===== config.mk =====
export PLATFORM = sky130hd
export DESIGN_NAME = decimal_string_to_int64
export DESIGN_NICKNAME = d
export VERILOG_FILES = /design/src/rtl/dsti64_pkg.sv /design/src/rtl/decimal_string_to_int64.sv
export SDC_FILE = /design/constraint.sdc
export NUM_CORES = 1
export LEC_CHECK = 0
export ABC_AREA = 1
export ABC_CLOCK_PERIOD_IN_PS = 6000
export BUFFER_PORTS_ARGS = -buffer_cell sky130_fd_sc_hd__buf_2
export CAP_MARGIN = 0
export CORE_MARGIN = 10
export CORE_UTILIZATION = 55
export CTS_BUF_LIST = sky130_fd_sc_hd__clkbuf_16
export CTS_CLUSTER_DIAMETER = 200
export CTS_CLUSTER_SIZE = 16
export DETAILED_ROUTE_END_ITERATION = 7
export GPL_ROUTABILITY_DRIVEN = 0
export PLACE_DENSITY = 0.73
export SLEW_MARGIN = 20
export SYNTH_ARGS = -nofsm -noshare
export SYNTH_HDL_FRONTEND = slang
export SYNTH_SLANG_ARGS = --single-unit

===== constraint.sdc =====
create_clock -name clk -period 6 [get_ports clk]
set_input_delay 0.6 -clock clk [delete_from_list [all_inputs] [get_ports clk]]
set_output_delay 0.6 -clock clk [all_outputs]
set_load 0.02 [all_outputs]

===== src/rtl/dsti64_pkg.sv =====
package dsti64_pkg;

  // Result status codes.
  typedef enum logic [1:0] {
    ST_OK        = 2'd0,
    ST_POS_OVF   = 2'd1,
    ST_NEG_OVF   = 2'd2,
    ST_MALFORMED = 2'd3
  } status_t;

  // Characters that the parser recognises.
  localparam logic [7:0] CH_MINUS = 8'h2D;
  localparam logic [7:0] CH_PLUS  = 8'h2B;
  localparam logic [7:0] CH_ZERO  = 8'h30;
  localparam logic [7:0] CH_NINE  = 8'h39;

  // Largest magnitude that may still take another digit (limit divided by ten).
  localparam logic signed [63:0] POS_LIM10 = 64'sd922337203685477580;
  localparam logic signed [63:0] NEG_LIM10 = -64'sd922337203685477580;

endpackage


===== src/rtl/decimal_string_to_int64.sv =====
// Streaming ASCII decimal to signed 64-bit converter. A string arrives one byte per beat on the
// in_ channel, with in_last_byte high on its final byte. An optional leading '+' or '-' and the
// digits that follow it are converted; the first non-digit ends the conversion and later bytes
// are ignored. One result beat leaves on the out_ channel for each string, in the cycle after its
// final byte is accepted: the value and a status (0 ok, 1 positive overflow, 2 negative
// underflow, 3 sign without a digit), with the value forced to zero on any error. The block
// takes one byte every cycle: the running value is kept in two's complement and each digit is
// folded in by one shift-and-add (times ten plus or minus the digit) with the limit check on its
// carry bits. A final byte is held back only while the previous result is still stalled in the
// output register; other bytes are always taken.
module decimal_string_to_int64 (
  input  logic                   clk,
  input  logic                   rst_n,
  input  logic                   in_valid,
  output logic                   in_stall,
  input  logic [7:0]             in_char_byte,
  input  logic                   in_last_byte,
  output logic                   out_valid,
  input  logic                   out_stall,
  output logic signed [63:0]     out_int_value,
  output dsti64_pkg::status_t    out_parse_status
);
  import dsti64_pkg::*;

  typedef enum logic [1:0] {
    PH_FIRST = 2'd0,
    PH_SIGN  = 2'd1,
    PH_BODY  = 2'd2
  } phase_t;

  phase_t             phase_r, phase_nxt;
  logic signed [63:0] acc_r, acc_nxt;
  logic               neg_r, neg_nxt;
  logic               stopped_r, stopped_nxt;
  status_t            err_r, err_nxt;

  logic               out_valid_r, out_valid_nxt;
  logic signed [63:0] out_value_r, out_value_nxt;
  status_t            out_status_r, out_status_nxt;

  logic               in_acc;
  logic               is_digit;
  logic               is_sign;
  logic               do_digit;
  logic signed [64:0] acc_ext;
  logic signed [64:0] dig_ext;
  logic signed [64:0] step_sum;
  logic               pre_ovf;
  logic               post_ovf;

  assign in_stall = out_valid_r && out_stall && in_last_byte;
  assign in_acc   = in_valid && !in_stall;

  assign is_digit = (in_char_byte >= CH_ZERO) && (in_char_byte <= CH_NINE);
  assign is_sign  = (in_char_byte == CH_MINUS) || (in_char_byte == CH_PLUS);

  // One digit step: value times ten, plus or minus the digit, in 65 bits.
  assign acc_ext  = {acc_r[63], acc_r};
  assign dig_ext  = neg_r ? -$signed({61'd0, in_char_byte[3:0]})
                          :  $signed({61'd0, in_char_byte[3:0]});
  assign step_sum = (acc_ext <<< 3) + (acc_ext <<< 1) + dig_ext;
  assign pre_ovf  = neg_r ? (acc_r < NEG_LIM10) : (acc_r > POS_LIM10);
  assign post_ovf = neg_r ? (step_sum[64] && !step_sum[63]) : step_sum[63];

  // Parser state update for the byte on the input.
  always_comb begin
    phase_nxt   = phase_r;
    acc_nxt     = acc_r;
    neg_nxt     = neg_r;
    stopped_nxt = stopped_r;
    err_nxt     = err_r;
    do_digit    = 1'b0;
    case (phase_r)
      PH_FIRST: begin
        if (is_sign) begin
          neg_nxt   = (in_char_byte == CH_MINUS);
          phase_nxt = PH_SIGN;
          if (in_last_byte) begin
            err_nxt = ST_MALFORMED;
          end
        end else begin
          phase_nxt = PH_BODY;
          if (is_digit) begin
            do_digit = 1'b1;
          end else begin
            stopped_nxt = 1'b1;
          end
        end
      end
      PH_SIGN: begin
        phase_nxt = PH_BODY;
        if (is_digit) begin
          do_digit = 1'b1;
        end else begin
          err_nxt = ST_MALFORMED;
        end
      end
      default: begin
        if (err_r == ST_OK && !stopped_r) begin
          if (is_digit) begin
            do_digit = 1'b1;
          end else begin
            stopped_nxt = 1'b1;
          end
        end
      end
    endcase

    if (do_digit) begin
      if (pre_ovf || post_ovf) begin
        err_nxt = neg_r ? ST_NEG_OVF : ST_POS_OVF;
      end else begin
        acc_nxt = step_sum[63:0];
      end
    end

    // Result of a finished string.
    out_value_nxt  = (err_nxt != ST_OK) ? 64'sd0 : acc_nxt;
    out_status_nxt = err_nxt;

    // The final byte clears the state for the next string.
    if (in_last_byte) begin
      phase_nxt   = PH_FIRST;
      acc_nxt     = 64'sd0;
      neg_nxt     = 1'b0;
      stopped_nxt = 1'b0;
      err_nxt     = ST_OK;
    end
  end

  // Output register handshake.
  always_comb begin
    if (in_acc && in_last_byte) begin
      out_valid_nxt = 1'b1;
    end else if (!out_stall) begin
      out_valid_nxt = 1'b0;
    end else begin
      out_valid_nxt = out_valid_r;
    end
  end

  // Parser state.
  always_ff @(posedge clk) begin
    if (!rst_n) begin
      phase_r   <= PH_FIRST;
      acc_r     <= 64'sd0;
      neg_r     <= 1'b0;
      stopped_r <= 1'b0;
      err_r     <= ST_OK;
    end else if (in_acc) begin
      phase_r   <= phase_nxt;
      acc_r     <= acc_nxt;
      neg_r     <= neg_nxt;
      stopped_r <= stopped_nxt;
      err_r     <= err_nxt;
    end
  end

  // Result register.
  always_ff @(posedge clk) begin
    if (!rst_n) begin
      out_valid_r <= 1'b0;
    end else begin
      out_valid_r <= out_valid_nxt;
    end
  end

  always_ff @(posedge clk) begin
    if (in_acc && in_last_byte) begin
      out_value_r  <= out_value_nxt;
      out_status_r <= out_status_nxt;
    end
  end

  assign out_valid        = out_valid_r;
  assign out_int_value    = out_value_r;
  assign out_parse_status = out_status_r;

endmodule


==> qor.txt <==
Total number of clock tree sinks: 137
Synthesis-to-finish area growth: 10.3%
Die Width: 174 um
Simple-gate area share of the yosys netlist: 35.1%
Average wire length per cell after detail routing: 17.6 um
Count of cell types in the netlist: 36
Multiplexer share of the synthesized area: 0%
Proportion of layout cells with a drive suffix above 1: 7.67%
Height of the die: 174 um
Length in cells of the worst reg-to-reg path: 23
TritonCTS clock tree: built
Adder and majority cell fraction of the synthesized area: 16.0%
Detailed Place HPWL: 31.7 mm
Clock insertion delay at the later pin of the skew report: 0.44 ns
Sum of overflow across all layers after global routing: 0
Sequential-to-total area share from yosys stat: 26.0%
Max VDD drop: 0.147 mV
Most frequent CP cell: sky130_fd_sc_hd__nand2_1
Total negative slack: 0 ns
Reported leakage power: 6.96 nW
CP Data Required Time: 6.18 ns
Via density per instance: 5.71
Critical path launch point type: primary input
Post-CTS Setup Repair Bufs: 0
Sink of the worst hold path: out_valid$_SDFFE_PN0P_
Hold violation count in the final report: 0
Diodes inserted: 0
Share of the synthesized area in compound gates (AO/OA/AOI/OAI): 11.5%
Clock buffer depth: 2
Number of hold buffers added after CTS: 0
Worst rel slew slack: 37.1%
R2R setup slack: 1.05 ns
Main combinational cell family by area after synthesis: simple AND/OR/NAND/NOR gates
Crit path capture type: flip-flop
Power density cells: 167 nW/um^2
Post-route DRC: 0
Synthesized instance count: 1,979
Cell at the root of the clock tree: sky130_fd_sc_hd__clkbuf_16
Maximum fanout along the worst path: 41
Max Cap Viol: 0
Tightest Pin Transition: 0.943 ns
Delay of the slowest cell on the worst path: 0.53 ns
Period Utilization, post-route: 82.8%
1st-iter DRT viols: 1,481
Post-Synthesis Net Count: 2,122
Startpoint of the lowest-slack hold path: rst_n
Initial standard-cell utilization of the core: 55.9%
Number of register bits inferred by synthesis: 137
Reg-to-reg critical path endpoint: out_int_value[27]$_SDFFCE_PP0P_
Number of global-route vias before repair: 12,500
Core area: 23,400 sq um
Final-report setup violation count: 0
Worst path arrival time: 5.15 ns
TritonRoute pass-1 iters: 5
Largest net degree at the start of global routing: 72
Unrepaired setup endpoints after global routing: no
Number of CTS-inserted buffers: 17
Parity-gate share of the synthesized area counting xor and xnor cells: 3.08%
Die area: 30,300 sq um
Net total in the final layout: 2,189
Clk slew on worst S/H paths: 0.07 ns
Total number of placement rows: 56
Worst clock skew: 0.0166 ns
Count of buffers inserted at the top-level ports: 80
Number of routed nets with antenna violations: 0
Area of the mapped netlist: 13,100 sq um
Period minus WS final: 4.97 ns
I/O pin cnt: 81
Number of filler instances in the final layout: 2,214
Post-cts resize count: 0
Category of the most critical setup path: primary input to flip-flop
Fmax: 201 MHz
Average size of a mapped cell: 6.61 sq um
Vias after detailed routing: 13,600
Total length of routed wires: 41.8 mm
Final Power: 0.00240 W
Worst hold path cell count: 3
Antenna violations before repair: 1
Total Routing Usage GR: 27.0%
Worst reg2reg path startpoint: neg_r$_SDFFE_PN0P_
Slowest cell on the critical path: sky130_fd_sc_hd__buf_4
Wire length of the first global-routing pass: 66.7 mm
H-tree Lvls: 4
Warnings from Yosys: 0
Type of the most critical hold path: primary input to flip-flop
Run status: finished, final reports clean
Final max-slew violation count: 0
-- synth_stat cells --
cell                       count  area [sq um]
sky130_fd_sc_hd__o21ai_0      46           230
sky130_fd_sc_hd__o21bai_1     20           150
sky130_fd_sc_hd__nand3_4       3          52.6
sky130_fd_sc_hd__o21a_1        3          22.5
sky130_fd_sc_hd__inv_2         8          30.0
sky130_fd_sc_hd__nand3_1      95           475
sky130_fd_sc_hd__a211oi_1      1          7.51
sky130_fd_sc_hd__buf_4         4          30.0
sky130_fd_sc_hd__a21o_1        2          15.0
sky130_fd_sc_hd__nor4_1        5          31.3
sky130_fd_sc_hd__nor2_1      233           875
sky130_fd_sc_hd__o21ai_1       2          10.0
sky130_fd_sc_hd__nor3_2        1          10.0
sky130_fd_sc_hd__a21oi_1     198           991
sky130_fd_sc_hd__fa_1         62          1240
sky130_fd_sc_hd__dfxtp_1      71          1420
sky130_fd_sc_hd__a21boi_0      4          30.0
sky130_fd_sc_hd__ha_1         68           851
sky130_fd_sc_hd__a31oi_1       4          25.0
sky130_fd_sc_hd__nand2_1     653          2450
sky130_fd_sc_hd__and3_1        4          25.0
sky130_fd_sc_hd__nor3_1       26           130
sky130_fd_sc_hd__clkbuf_1     27           101
sky130_fd_sc_hd__inv_1       217           815
sky130_fd_sc_hd__nand4_1      68           425
sky130_fd_sc_hd__o22ai_1       1          6.26
sky130_fd_sc_hd__o211ai_1      3          22.5
sky130_fd_sc_hd__nand2_2       3          18.8
sky130_fd_sc_hd__nor2_2        5          31.3
sky130_fd_sc_hd__nand3b_1      8          60.1
sky130_fd_sc_hd__xnor2_1      14           123
sky130_fd_sc_hd__buf_2        20           100
sky130_fd_sc_hd__xor2_1       32           280
sky130_fd_sc_hd__clkinv_2      1          5.00
sky130_fd_sc_hd__edfxtp_1     66          1980
sky130_fd_sc_hd__clkinv_1      1          3.75
-- how the worst max path moves through the flow --
stage	start	end	slack, ns
global placement	in_char_byte[0]	out_int_value[27]$_SDFFCE_PP0P_	0.85
CTS	in_char_byte[0]	out_int_value[27]$_SDFFCE_PP0P_	1.14
finish	in_char_byte[0]	out_int_value[27]$_SDFFCE_PP0P_	1.03
floorplan	in_char_byte[3]	out_int_value[63]$_SDFFCE_PP0P_	0.53
detailed placement	in_char_byte[0]	out_int_value[27]$_SDFFCE_PP0P_	0.76
global route	in_char_byte[0]	acc_r[56]$_SDFFE_PN0P_	0.77
-- layout make-up --
| cell class | instances | area, sq um | share of cell area (%) |
|---|---|---|---|
| Clock buffer | 17 | 425 | 2.95 |
| Sequential cell | 137 | 3400 | 23.6 |
| Multi-Input combinational cell | 1564 | 8630 | 59.8 |
| Inverter | 227 | 853 | 5.92 |
| Tap cell | 319 | 399 | 2.77 |
| Clock inverter | 15 | 141 | 0.980 |
| Timing Repair Buffer | 99 | 568 | 3.94 |
-- kinds of logic after synthesis --
family                   Yosys count
XOR/XNOR                          46
adder cells (fa/ha/maj)          130
buffers and inverters            278
flip-flops                       137
AND/OR/NAND/NOR                 1104
AO/OA/AOI/OAI                    284
-- placed cells by master (no fill, tap or decap), types with 2 or more instances in the layout --
| cell type | Yosys | routed |
|---|---|---|
| sky130_fd_sc_hd__nand2_2 | 3 | 3 |
| sky130_fd_sc_hd__nor2_2 | 5 | 6 |
| sky130_fd_sc_hd__buf_2 | 20 | 80 |
| sky130_fd_sc_hd__a31oi_1 | 4 | 4 |
| sky130_fd_sc_hd__nor2_1 | 233 | 230 |
| sky130_fd_sc_hd__clkinvlp_4 | 0 | 4 |
| sky130_fd_sc_hd__inv_6 | 0 | 6 |
| sky130_fd_sc_hd__o21ai_0 | 46 | 46 |
| sky130_fd_sc_hd__a21boi_0 | 4 | 4 |
| sky130_fd_sc_hd__o21ai_4 | 0 | 2 |
| sky130_fd_sc_hd__o21bai_1 | 20 | 20 |
| sky130_fd_sc_hd__a21oi_1 | 198 | 198 |
| sky130_fd_sc_hd__fa_1 | 62 | 62 |
| sky130_fd_sc_hd__buf_12 | 0 | 2 |
| sky130_fd_sc_hd__nor2_4 | 0 | 2 |
| sky130_fd_sc_hd__nand4_1 | 68 | 68 |
| sky130_fd_sc_hd__and3_1 | 4 | 4 |
| sky130_fd_sc_hd__inv_2 | 8 | 10 |
| sky130_fd_sc_hd__o21a_1 | 3 | 3 |
| sky130_fd_sc_hd__clkinv_2 | 1 | 2 |
| sky130_fd_sc_hd__nand3b_1 | 8 | 8 |
| sky130_fd_sc_hd__dfxtp_1 | 71 | 71 |
| sky130_fd_sc_hd__xnor2_1 | 14 | 14 |
| sky130_fd_sc_hd__nor4_1 | 5 | 5 |
| sky130_fd_sc_hd__o211ai_1 | 3 | 3 |
| sky130_fd_sc_hd__edfxtp_1 | 66 | 66 |
| sky130_fd_sc_hd__inv_1 | 217 | 216 |
| sky130_fd_sc_hd__a21o_1 | 2 | 2 |
| sky130_fd_sc_hd__ha_1 | 68 | 68 |
| sky130_fd_sc_hd__nand3_1 | 95 | 95 |
| sky130_fd_sc_hd__nand2_1 | 653 | 653 |
| sky130_fd_sc_hd__nor3_1 | 26 | 26 |
| sky130_fd_sc_hd__nand3_4 | 3 | 3 |
| sky130_fd_sc_hd__clkbuf_16 | 0 | 17 |
| sky130_fd_sc_hd__xor2_1 | 32 | 32 |
| sky130_fd_sc_hd__buf_4 | 4 | 17 |
-- through the flow --
step	cells	utilization [%]	hold WS [ns]	cell area, sq um	worst slack [ns]
detailed placement	2346	59.2	0.457	13900	0.758
finish	2378	61.6	0.440	14400	1.03
global route	2378	61.6	0.460	14400	0.768
global placement	2346	59.2	0.451	13900	0.846
CTS	2378	61.6	0.425	14400	1.14
floorplan	1979	-	0.433	13100	0.530
-- critical path, delay by kind of cell --
kind,cells,cell delay [ns]
adder cells (fa/ha/maj),3,1.10
AND/OR/NAND/NOR,15,1.89
AO/OA/AOI/OAI,3,0.39
buffers and inverters,5,1.08
-- metal layers --
layer	track usage (%)	up-vias	routed length [um]
li1	-	6566	-
met1	36.5	6258	18100
met2	40.7	656	17900
met3	6.80	92	4420
met4	10.2	2	1400
met5	0	-	11
-- registers in the layout (all words and copies together) (netlist names) --
signal            cells
neg_r                 1
stopped_r             1
acc_r                64
out_int_value        64
out_valid             1
out_parse_status      2
phase_r               2
err_r                 2
-- report_power, final --
group,internal [W],switching (W)
Combinational,0.0000950,0.000239
Sequential,0.000998,0.00000815
Clock,0.000580,0.000483
Total,0.00167,0.000730
No activity file was read; power rests on OpenSTA's default activity.
